--- src/rtl/etma_pkg.sv ---
// ----------------------------------------------------------------------------
// etma_pkg
// Shared constants, types and codes for the edge-truncated moving average.
// ----------------------------------------------------------------------------
package etma_pkg;

  localparam int MAX_LEFT    = 32;
  localparam int MAX_RIGHT   = 32;
  localparam int SAMPLE_W    = 24;
  localparam int FRAC_BITS   = 8;

  localparam int STORE_DEPTH = MAX_LEFT + MAX_RIGHT + 1;
  localparam int ADDR_W      = $clog2(STORE_DEPTH);
  localparam int SEEN_CAP    = MAX_LEFT + MAX_RIGHT + 2;
  localparam int SEEN_W      = $clog2(SEEN_CAP + 1);

  localparam int HW_W        = 6;    // half-window register width
  localparam int CFG_IDX_W   = 1;
  localparam int COUNT_W     = $clog2(STORE_DEPTH + 1);
  localparam int SUM_W       = 32;
  localparam int MEAN_W      = 32;
  localparam int DIVD_W      = SUM_W + FRAC_BITS;
  localparam int REM_W       = COUNT_W + 1;
  localparam int DIV_CNT_W   = $clog2(DIVD_W + 1);

  // configuration register indexes
  localparam logic [CFG_IDX_W-1:0] REG_LEFT  = CFG_IDX_W'(0);
  localparam logic [CFG_IDX_W-1:0] REG_RIGHT = CFG_IDX_W'(1);

  typedef enum logic [2:0] {
    S_IDLE,
    S_SETUP,
    S_START,
    S_SUM,
    S_DIV_INIT,
    S_DIV,
    S_LOAD
  } state_t;

  typedef struct packed {
    logic accept;
    logic setup;
    logic start;
    logic sum_run;
    logic div_init;
    logic div_step;
    logic load;
  } ctrl_cmd_t;

  typedef struct packed {
    logic has_output;
    logic sum_done;
    logic div_done;
    logic out_free;
    logic more;
  } dp_status_t;

endpackage

--- src/rtl/etma_ram.sv ---
// ----------------------------------------------------------------------------
// etma_ram
// Generic single-write, single-read RAM with registered read data.
// ----------------------------------------------------------------------------
module etma_ram #(
  parameter int WIDTH = 8,
  parameter int DEPTH = 16
) (
  input  logic                     clk,
  input  logic                     we,
  input  logic [$clog2(DEPTH)-1:0] waddr,
  input  logic [WIDTH-1:0]         wdata,
  input  logic [$clog2(DEPTH)-1:0] raddr,
  output logic [WIDTH-1:0]         rdata
);

  logic [WIDTH-1:0] mem [DEPTH];

  always_ff @(posedge clk) begin
    if (we) begin
      mem[waddr] <= wdata;
    end
    rdata <= mem[raddr];
  end

endmodule

--- src/rtl/etma_ctrl.sv ---
// ----------------------------------------------------------------------------
// etma_ctrl
// Sequencer: accept, set up outputs, sum window, divide, load result.
// ----------------------------------------------------------------------------
module etma_ctrl (
  input  logic                  clk,
  input  logic                  rst,
  input  logic                  in_valid,
  output logic                  in_ready,
  input  etma_pkg::dp_status_t  status,
  output etma_pkg::ctrl_cmd_t   cmd
);

  etma_pkg::state_t state, state_next;

  always_ff @(posedge clk) begin
    if (rst) begin
      state <= etma_pkg::S_IDLE;
    end else begin
      state <= state_next;
    end
  end

  always_comb begin
    state_next = state;
    unique case (state)
      etma_pkg::S_IDLE: begin
        if (in_valid) state_next = etma_pkg::S_SETUP;
      end
      etma_pkg::S_SETUP: begin
        state_next = status.has_output ? etma_pkg::S_START : etma_pkg::S_IDLE;
      end
      etma_pkg::S_START:    state_next = etma_pkg::S_SUM;
      etma_pkg::S_SUM: begin
        if (status.sum_done) state_next = etma_pkg::S_DIV_INIT;
      end
      etma_pkg::S_DIV_INIT: state_next = etma_pkg::S_DIV;
      etma_pkg::S_DIV: begin
        if (status.div_done) state_next = etma_pkg::S_LOAD;
      end
      etma_pkg::S_LOAD: begin
        if (status.out_free) begin
          state_next = status.more ? etma_pkg::S_START : etma_pkg::S_IDLE;
        end
      end
      default: state_next = etma_pkg::S_IDLE;
    endcase
  end

  always_comb begin
    cmd      = '0;
    in_ready = 1'b0;
    unique case (state)
      etma_pkg::S_IDLE: begin
        in_ready   = 1'b1;
        cmd.accept = in_valid;
      end
      etma_pkg::S_SETUP:    cmd.setup    = 1'b1;
      etma_pkg::S_START:    cmd.start    = 1'b1;
      etma_pkg::S_SUM:      cmd.sum_run  = 1'b1;
      etma_pkg::S_DIV_INIT: cmd.div_init = 1'b1;
      etma_pkg::S_DIV:      cmd.div_step = 1'b1;
      etma_pkg::S_LOAD:     cmd.load     = status.out_free;
      default: ;
    endcase
  end

endmodule

--- src/rtl/etma_dp.sv ---
// ----------------------------------------------------------------------------
// etma_dp
// Datapath: sample store, window accumulator, restoring divider, output reg.
// ----------------------------------------------------------------------------
module etma_dp (
  input  logic                                  clk,
  input  logic                                  rst,
  input  logic                                  cfg_wr_en,
  input  logic [etma_pkg::CFG_IDX_W-1:0]        cfg_index,
  input  logic [etma_pkg::HW_W-1:0]             cfg_data,
  input  logic signed [etma_pkg::SAMPLE_W-1:0]  sample,
  input  logic                                  end_of_record,
  output logic                                  out_valid,
  input  logic                                  out_ready,
  output logic signed [etma_pkg::MEAN_W-1:0]    window_mean,
  output logic                                  last_of_record,
  input  etma_pkg::ctrl_cmd_t                   cmd,
  output etma_pkg::dp_status_t                  status
);

  localparam int AW = etma_pkg::ADDR_W;
  localparam logic [AW-1:0] LAST_SLOT = AW'(etma_pkg::STORE_DEPTH - 1);

  // configuration and record position
  logic [etma_pkg::HW_W-1:0]    left_hw, right_hw;
  logic [AW-1:0]                wp;
  logic [etma_pkg::SEEN_W-1:0]  seen;
  logic                         last_flag;

  // per-record output sequencing
  logic [AW-1:0]                base_slot;
  logic [etma_pkg::SEEN_W-1:0]  newest_idx;
  logic [etma_pkg::HW_W-1:0]    back;

  // accumulation
  logic [AW-1:0]                rd_addr;
  logic [etma_pkg::COUNT_W-1:0] remain, count;
  logic                         rd_valid;
  logic [etma_pkg::SAMPLE_W-1:0] rd_data;
  logic signed [etma_pkg::SUM_W-1:0] sum;

  // divider
  logic [etma_pkg::DIVD_W-1:0]    quo;
  logic [etma_pkg::REM_W-1:0]     rem;
  logic [etma_pkg::DIV_CNT_W-1:0] div_cnt;
  logic                           neg;

  etma_ram #(
    .WIDTH(etma_pkg::SAMPLE_W),
    .DEPTH(etma_pkg::STORE_DEPTH)
  ) u_store (
    .clk  (clk),
    .we   (cmd.accept),
    .waddr(wp),
    .wdata(sample),
    .raddr(rd_addr),
    .rdata(rd_data)
  );

  // combinational helpers
  logic [etma_pkg::SEEN_W-1:0]  newest, right_ext, first_back, k_idx, left_ext, left_cut;
  logic [etma_pkg::HW_W-1:0]    cfg_clamped_l, cfg_clamped_r;
  logic [etma_pkg::COUNT_W-1:0] count_new;
  logic [etma_pkg::REM_W-1:0]   rem_shift;
  logic [etma_pkg::SUM_W-1:0]   sum_mag;
  logic [etma_pkg::MEAN_W-1:0]  mean_sat;
  logic                         quo_big;

  always_comb begin
    cfg_clamped_l = (cfg_data > etma_pkg::HW_W'(etma_pkg::MAX_LEFT))
                    ? etma_pkg::HW_W'(etma_pkg::MAX_LEFT) : cfg_data;
    cfg_clamped_r = (cfg_data > etma_pkg::HW_W'(etma_pkg::MAX_RIGHT))
                    ? etma_pkg::HW_W'(etma_pkg::MAX_RIGHT) : cfg_data;

    newest     = seen - etma_pkg::SEEN_W'(1);
    right_ext  = etma_pkg::SEEN_W'(right_hw);
    first_back = (newest < right_ext) ? newest : right_ext;

    // window for the output "back" samples behind the newest one
    k_idx     = newest_idx - etma_pkg::SEEN_W'(back);
    left_ext  = etma_pkg::SEEN_W'(left_hw);
    left_cut  = (k_idx < left_ext) ? k_idx : left_ext;
    count_new = etma_pkg::COUNT_W'(left_cut) + etma_pkg::COUNT_W'(back)
                + etma_pkg::COUNT_W'(1);

    rem_shift = {rem[etma_pkg::REM_W-2:0], quo[etma_pkg::DIVD_W-1]};

    sum_mag = sum[etma_pkg::SUM_W-1] ? etma_pkg::SUM_W'(-sum) : etma_pkg::SUM_W'(sum);

    // quotient magnitude of 2^31 or more saturates
    quo_big = |quo[etma_pkg::DIVD_W-1:etma_pkg::MEAN_W-1];
    if (neg) begin
      mean_sat = quo_big ? {1'b1, {(etma_pkg::MEAN_W-1){1'b0}}}
                         : etma_pkg::MEAN_W'(-quo[etma_pkg::MEAN_W-1:0]);
    end else begin
      mean_sat = quo_big ? {1'b0, {(etma_pkg::MEAN_W-1){1'b1}}}
                         : quo[etma_pkg::MEAN_W-1:0];
    end
  end

  always_comb begin
    status.has_output = last_flag || (newest >= right_ext);
    status.sum_done   = (remain == '0) && !rd_valid;
    status.div_done   = (div_cnt == '0);
    status.out_free   = !out_valid || out_ready;
    status.more       = last_flag && (back != '0);
  end

  // record position and configuration
  always_ff @(posedge clk) begin
    if (rst) begin
      left_hw  <= '0;
      right_hw <= '0;
      wp       <= '0;
      seen     <= '0;
    end else if (cfg_wr_en) begin
      unique case (cfg_index)
        etma_pkg::REG_LEFT:  left_hw  <= cfg_clamped_l;
        etma_pkg::REG_RIGHT: right_hw <= cfg_clamped_r;
        default: ;
      endcase
      wp   <= '0;
      seen <= '0;
    end else if (cmd.accept) begin
      wp <= (wp == LAST_SLOT) ? '0 : wp + AW'(1);
      if (seen != etma_pkg::SEEN_W'(etma_pkg::SEEN_CAP)) begin
        seen <= seen + etma_pkg::SEEN_W'(1);
      end
    end else if (cmd.setup && last_flag) begin
      // record done: the flush works from the captured base
      wp   <= '0;
      seen <= '0;
    end
  end

  always_ff @(posedge clk) begin
    if (cmd.accept) begin
      last_flag <= end_of_record;
    end
    if (cmd.setup) begin
      base_slot  <= (wp == '0) ? LAST_SLOT : wp - AW'(1);
      newest_idx <= newest;
      back       <= last_flag ? etma_pkg::HW_W'(first_back) : right_hw;
    end else if (cmd.load && status.more) begin
      back <= back - etma_pkg::HW_W'(1);
    end
  end

  // window accumulation, one store read per cycle, newest slot backward
  always_ff @(posedge clk) begin
    if (rst) begin
      rd_valid <= 1'b0;
      remain   <= '0;
    end else if (cmd.start) begin
      rd_valid <= 1'b0;
      remain   <= count_new;
    end else if (cmd.sum_run) begin
      rd_valid <= (remain != '0);
      if (remain != '0) begin
        remain <= remain - etma_pkg::COUNT_W'(1);
      end
    end else begin
      rd_valid <= 1'b0;
    end
  end

  always_ff @(posedge clk) begin
    if (cmd.start) begin
      rd_addr <= base_slot;
      count   <= count_new;
      sum     <= '0;
    end else if (cmd.sum_run) begin
      if (remain != '0) begin
        rd_addr <= (rd_addr == '0) ? LAST_SLOT : rd_addr - AW'(1);
      end
      if (rd_valid) begin
        sum <= sum + {{(etma_pkg::SUM_W-etma_pkg::SAMPLE_W){rd_data[etma_pkg::SAMPLE_W-1]}},
                      rd_data};
      end
    end
  end

  // restoring divider on magnitudes, one quotient bit per cycle
  always_ff @(posedge clk) begin
    if (rst) begin
      div_cnt <= '0;
    end else if (cmd.div_init) begin
      div_cnt <= etma_pkg::DIV_CNT_W'(etma_pkg::DIVD_W);
    end else if (cmd.div_step && div_cnt != '0) begin
      div_cnt <= div_cnt - etma_pkg::DIV_CNT_W'(1);
    end
  end

  always_ff @(posedge clk) begin
    if (cmd.div_init) begin
      quo <= {sum_mag, {etma_pkg::FRAC_BITS{1'b0}}};
      rem <= '0;
      neg <= sum[etma_pkg::SUM_W-1];
    end else if (cmd.div_step && div_cnt != '0) begin
      if (rem_shift >= etma_pkg::REM_W'(count)) begin
        rem <= rem_shift - etma_pkg::REM_W'(count);
        quo <= {quo[etma_pkg::DIVD_W-2:0], 1'b1};
      end else begin
        rem <= rem_shift;
        quo <= {quo[etma_pkg::DIVD_W-2:0], 1'b0};
      end
    end
  end

  // output register
  always_ff @(posedge clk) begin
    if (rst) begin
      out_valid <= 1'b0;
    end else if (cmd.load) begin
      out_valid <= 1'b1;
    end else if (out_ready) begin
      out_valid <= 1'b0;
    end
  end

  always_ff @(posedge clk) begin
    if (cmd.load) begin
      window_mean    <= mean_sat;
      last_of_record <= last_flag && (back == '0);
    end
  end

endmodule

--- src/rtl/edge_truncated_moving_average_core.sv ---
// ----------------------------------------------------------------------------
// edge_truncated_moving_average_core
// Centered moving average with record-edge truncation, 8 fraction bits.
// ----------------------------------------------------------------------------
// Flow: accept, setup, start, window sum (store reads, newest slot backward),
//   divider init, divider steps until done, then load into the output register.
// Pacing: set by the single store read port and the divider; a new sample
//   is taken only after every output due for the last one has been loaded.
//   A flush emits up to 33 outputs.
// Reset (rst, sync): half-windows 0, record cleared; store not cleared.
// ----------------------------------------------------------------------------
module edge_truncated_moving_average_core (
  input  logic                                  clk,
  input  logic                                  rst,
  // configuration: index 0 left half-window, 1 right half-window
  input  logic                                  cfg_wr_en,
  input  logic [etma_pkg::CFG_IDX_W-1:0]        cfg_index,
  input  logic [etma_pkg::HW_W-1:0]             cfg_data,
  // input transactions
  input  logic                                  in_valid,
  output logic                                  in_ready,
  input  logic signed [etma_pkg::SAMPLE_W-1:0]  sample,
  input  logic                                  end_of_record,
  // output transactions
  output logic                                  out_valid,
  input  logic                                  out_ready,
  output logic signed [etma_pkg::MEAN_W-1:0]    window_mean,
  output logic                                  last_of_record
);

  etma_pkg::ctrl_cmd_t  cmd;
  etma_pkg::dp_status_t status;

  // Controller sequences each transaction: store the sample, decide how
  // many outputs are due, then per output sum the window and divide.
  etma_ctrl u_ctrl (
    .clk     (clk),
    .rst     (rst),
    .in_valid(in_valid),
    .in_ready(in_ready),
    .status  (status),
    .cmd     (cmd)
  );

  // Datapath holds the sample ring, accumulator, divider and the output
  // register, so a finished mean can wait while the next sample comes in.
  etma_dp u_dp (
    .clk           (clk),
    .rst           (rst),
    .cfg_wr_en     (cfg_wr_en),
    .cfg_index     (cfg_index),
    .cfg_data      (cfg_data),
    .sample        (sample),
    .end_of_record (end_of_record),
    .out_valid     (out_valid),
    .out_ready     (out_ready),
    .window_mean   (window_mean),
    .last_of_record(last_of_record),
    .cmd           (cmd),
    .status        (status)
  );

endmodule
--- config.mk ---
export PLATFORM = sky130hd
export DESIGN_NAME = edge_truncated_moving_average_core
export DESIGN_NICKNAME = d
export VERILOG_FILES = /design/src/rtl/etma_pkg.sv /design/src/rtl/etma_ram.sv /design/src/rtl/etma_ctrl.sv /design/src/rtl/etma_dp.sv /design/src/rtl/edge_truncated_moving_average_core.sv
export SDC_FILE = /design/constraint.sdc
export NUM_CORES = 2
export LEC_CHECK = 0
export CAP_MARGIN = 30
export CORE_ASPECT_RATIO = 1.5
export CORE_MARGIN = 5
export CORE_UTILIZATION = 37
export DETAILED_ROUTE_END_ITERATION = 6
export DONT_BUFFER_PORTS = 1
export GPL_TIMING_DRIVEN = 0
export PLACE_DENSITY = 0.58
export SLEW_MARGIN = 20
export SYNTH_ARGS = -nofsm -noshare
export SYNTH_HDL_FRONTEND = slang
export SYNTH_SLANG_ARGS = --single-unit
--- constraint.sdc ---
create_clock -name clk -period 5.2 [get_ports clk]
set_clock_uncertainty 0.1 [all_clocks]
set_input_delay 0.26 -clock clk [delete_from_list [all_inputs] [get_ports clk]]
set_output_delay 0.26 -clock clk [all_outputs]
set_load 0.1 [all_outputs]
## Word level (Yosys, flattened, before mapping)

Memory sizes are Yosys's and may differ from the RTL's. A register that Yosys moved wholly into a read port is not among the register bits.
Cells that the tools add are included.
W data, S select, Z words.

| operators by class | value |
|---|---|
| add/subtract/negate cells | 15 |
| muxes and demuxes | 47 |
| equality and inequality tests | 13 |
| reductions and logical operators | 35 |
| order comparisons | 5 |
| bitwise operators | 2 |

Operators by type and width:

| operator | number |
|---|---|
| $mux W32 | 4 |
| $mux W7 | 14 |
| $mux W40 | 2 |
| $neg A32 Y32 | 2 |
| $mux W6 | 7 |
| $add A32 B32 Y32 | 1 |
| $sub A7 B1 Y7 const B | 4 |
| $add A7 B1 Y7 const B | 3 |
| $logic_not A7 Y1 | 3 |
| $pmux W3 S7 | 1 |
| $lt A7 B6 Y1 | 2 |
| $mux W1 | 13 |
| $logic_not A6 Y1 | 2 |
| $mux W3 | 4 |
| $reduce_bool A2 Y1 | 6 |
| $reduce_bool A6 Y1 | 2 |
| $sub A6 B1 Y6 const B | 2 |
| $reduce_and A2 Y1 | 5 |
| $eq A3 B3 Y1 const B | 3 |
| $reduce_or A9 Y1 | 1 |
| $ge A8 B7 Y1 | 1 |
| $add A7 B6 Y7 | 1 |
| $eq A7 B7 Y1 const B | 1 |
| $ge A7 B6 Y1 | 1 |
| 18 further kinds | 32 |

| word-level totals | value |
|---|---|
| output and inout bits | 35 |
| register bits | 192 |
| input bits | 37 |
| RAM bits | 1560 |
| memories kept | 1 |

Memory list:

| name | words | width | rd ports | clocked after Yosys merged registers in | write ports | line | text |
|---|---|---|---|---|---|---|---|
| u_dp.u_store.mem | 65 | 24 | 1 | 1 | 1 | etma_ram.sv:17 | `logic [WIDTH-1:0] mem [DEPTH];` |

## Longest topological paths before layout

| logic depth | value |
|---|---|
| depth after elaboration | 6 |
| depth in mapped cells | 24 |

## Hierarchy

Synthesis repeated with hierarchy kept, for this count alone.

| second synthesis, totals | value |
|---|---|
| cells, all modules | 4303 |
| area total of the unflattened synthesis | 72791.1 sq um |

By module, submodules not included:

| module | cells an instance | sequential area each (sq um) | area each (sq um) | instances |
|---|---|---|---|---|
| etma_ram | 2952 | 47325.4 | 60759.5 | 1 |
| etma_dp | 1316 | 4794.6 | 11760.0 | 1 |
| etma_ctrl | 35 | 60.1 | 271.5 | 1 |

## Least setup slack after synthesis

No wires, ideal clock.

| path | value |
|---|---|
| path type | reg-to-reg |
| start | register u_ctrl.state[0] |
| end | memory u_dp.u_store.mem[64][0] in the netlist's numbering, enable pin |
| path slack | -1.281 ns |
| path buffers | 0 |
| stages on the path, launching flop included | 6 |
| clock period less this slack | 6.481 ns |
| arrival | 5.915 ns |
| setup time | 0.466 ns |
| cells stage by stage | dfxtp_1 > nor3_1 > nand2_1 > inv_2 > nand2_1 > nor4bb_1 |

RTL lines:

| item | line | text |
|---|---|---|
| start, declared | etma_ctrl.sv:14 | `etma_pkg::state_t state, state_next;` |
| start signal, assigned | etma_ctrl.sv:18 | `state <= etma_pkg::S_IDLE;` |
| start signal, assigned | etma_ctrl.sv:20 | `state <= state_next;` |
| end, declared | etma_ram.sv:17 |  |

==> qor.yml <==
status: "finished, violations left"
violations: "negative setup slack"
grt_max_degree: 66
antenna_found_initial: 13
synth-compound-area-share: 0.0404
worstMarginPinSlew_ns: 1.20
worstPathMaxFanout: 10
use_met3: 0.0272
met2_usage: 0.347
synthFlopType: "edfxtp_1"
drt-pass1-iter-count: 6
remaining_drc_errors: 0
die-width_um: 369
clock_sinks: 1776
place_congestion: 0.880
top_usage_layer: "met2"
synth_edf_count: 1661
nets: 4328
core_um2: 192000
cts_root_buf: "clkbuf_16"
fin_crit_sh: 1.00
synthMuxAreaShare: 0.152
numCtsBuffers: 172
grt_overflow: 0
vias: 38184
fmax_mhz: 192
insertion_delay_ns: 0.82
synth_cell_types: 66
reg2regPathDepth: 9
viasPerCell: 5.59
grt_pass1_vias: 38852
worst_slack_ns: -0.00521
critPathLaunchType: "flip-flop"
slew_headroom: 0.195
wire_per_inst_um: 28.6
leakage_uw: 0.0266
finalHoldWorstSlack_ns: 0.224
drt_iter0_drc: 3836
critical_path_arrival_ns: 5.73
drive_gt1_frac: 0.217
utilization: 0.436
cts_tree: "yes"
grtUsageTotal: 0.191
cp.depth: 9
gr-usage-met1: 0.222
finalHoldViolations: 0
syn_area_um2: 71700
synthArstFlopShare: 0
ys_seq_elements: 1776
cpMostUsedCell: "clkbuf_1"
worst_path_max_delay_cell: "o21ai_1"
initial_core_util: 0.373
dp_slack_ns: 0.143
min_path_cells: 4
dpl.hpwl_um: 133000
core.rowCount: 197
path_buf_inv: 4
syn_avg_cell_area_um2: 18.6
yosys.area_share.simple: 0.0381
end_kind: "flip-flop"
maxCapViolCount: 0
synth_fa_ha_area_frac: 0.0140
ios: 72
grt_pass1_wl_um: 280000
synth_xor_area_frac: 0.0133
path_clk_slew_ns: 0.06
rsz0062_at_grt: "false"
max_stage_delay_ns: 0.80
peakVddDrop_mv: 0.299
path_delay_family: "buffers and inverters"
hold_class: "in2reg"
synth_top_family_by_area: "multiplexers"
die_area_um2: 203000
syn_inst: 3849
die_y_um: 549
routed_wl_um: 196000
syn_nets: 3964
finalCriticalPeriod_ns: 5.21
worstSetupPathType: "reg2reg"
area_growth_pct: 16.9
drv_slew: 0
path_cells: "clkbuf_1 > clkbuf_1 > clkbuf_1 > clkbuf_1 > mux4_2 > mux2i_1 > o21ai_1 > o22ai_1 > o31ai_1"
power.density_nw_per_um2: 381
cp_data_required_time_ns: 5.72
io_buffers: 0
yosys_warnings: 0
ant_nets: 0
ys_seq_area_frac: 0.728
clockBufferDepth: 4
setup-violations-final: 1
htreeDepth: 4
==> tightest hold or removal path: stages <==
cell and delay (ns):
dlygate4sd3_1 0.64, a21oi_1 0.07, o21ai_0 0.07, a31oi_1 0.04
==> what timing repair did <==
action | CTS | global route
setup buffers | 0 | 0
gates resized for setup | 0 | 3
hold buffers | 66 | 0
endpoints found under the hold margin | 1595 | 0
endpoints found under the setup margin | 0 | 3
==> worst paths after layout <==
check | start | endpoint | slack (ns)
worst max-delay path | u_dp.rd_addr[1] | u_dp.u_store.rdata[13] | -0.005
worst min-delay path | rst | u_dp.remain[1] | 0.22
worst max register to register | u_dp.rd_addr[1] | u_dp.u_store.rdata[13] | -0.005
worst min register to register | u_dp.rem[6] | u_dp.rem[6] | 0.38
==> report_power, final <==
| part | total [uW] | internal, uW | switching [uW] | leakage (uW) |
|---|---|---|---|---|
| clock network | 11800 | 6560 | 5280 | 0.00252 |
| logic | 4160 | 1610 | 2540 | 0.00822 |
| registers | 15900 | 15800 | 101 | 0.0159 |
| total | 31900 | 24000 | 7920 | 0.0266 |
==> layout make-up <==
cell class	count	area [um2]
flip-flops and latches	1776	52200
clock buffers	211	4510
multi-input cells	1804	19000
fillers	16453	108000
plain buffers	197	766
diodes	8	20.0
inverters	72	270
repair buffers	190	3280
clock inverters	85	654
well taps	2487	3110
==> state kept, by name, indices dropped and copies added (netlist names), 6 cells and up <==
signal and cells:
u_dp.u_store.mem 1560, u_dp.quo 40, u_dp.sum 32, u_dp.window_mean 32, u_dp.u_store.rdata 24, u_dp.base_slot 7, u_dp.count 7, u_dp.newest_idx 7
u_dp.rd_addr 7, u_dp.rem 7, u_dp.remain 7, u_dp.seen 7, u_dp.wp 7, u_dp.back 6, u_dp.div_cnt 6, u_dp.left_hw 6
u_dp.right_hw 6
==> placed cells by master, fill, tap and decap left out, types with 46 or more instances in the layout <==
cell type     n
ha_1         74
inv_1        70
mux2i_1      82
buf_16       57
nor2_4       64
dfxtp_1     115
nand3_1      57
o21ai_0     119
nand2_1     212
buf_1        46
nor2_1      116
edfxtp_1   1661
mux4_2      434
clkbuf_16   175
a21oi_1     157
clkbuf_1    166
xor2_1       65
==> cells in the mapped netlist, types with 10 or more instances <==
cell / number / area share
dfxtp_1: 115 / 0.032
o41ai_1: 10 / 0.0012
clkbuf_1: 135 / 0.0071
xor2_1: 65 / 0.0079
o22ai_1: 27 / 0.0024
inv_1: 71 / 0.0037
a211oi_1: 14 / 0.0015
xnor2_1: 44 / 0.0054
a21o_1: 18 / 0.0019
o221ai_1: 22 / 0.0027
a21oi_1: 157 / 0.011
or3_1: 17 / 0.0015
mux4_2: 434 / 0.14
nand2b_1: 20 / 0.0017
or4_1: 16 / 0.0017
nor2_1: 180 / 0.0094
nor2b_1: 21 / 0.0018
edfxtp_1: 1661 / 0.70
nand4_1: 11 / 0.00096
mux2_2: 24 / 0.0038
ha_1: 74 / 0.013
buf_1: 53 / 0.0028
o31ai_1: 37 / 0.0039
nand2_1: 213 / 0.011
nand3_1: 57 / 0.0040
o21ai_0: 129 / 0.0090
mux2i_1: 82 / 0.011
nor3_1: 33 / 0.0023
==> logic make-up (layout without fill, tap and decap cells) <==
group / Yosys count / count (layout)
fa+ha+maj: 78 / 78
buf+inv: 269 / 755
flops: 1776 / 1776
simple gates: 602 / 602
other cells: 0 / 8
mux: 540 / 540
compound gates: 475 / 475
xor+xnor: 109 / 109
==> metal layers <==
metal	up-vias	wire, um
li1	16316	-
met5	-	13
met2	1385	103000
met1	20095	69900
met4	2	11100
met3	386	11100
==> metrics by stage <==
stage	setup TNS, ns	instances	total power [uW]	cell area (um2)
3_3_place_gp	-1628.91	6336	19900	74800
3_5_place_dp	0	6447	20100	77400
5_1_grt	0	6826	32900	83800
2_1_floorplan	0	3849	18600	71700
6_report	-0.00521	6830	31900	83800
4_1_cts	0	6809	32100	83600
(Power assumes the default switching activity.)
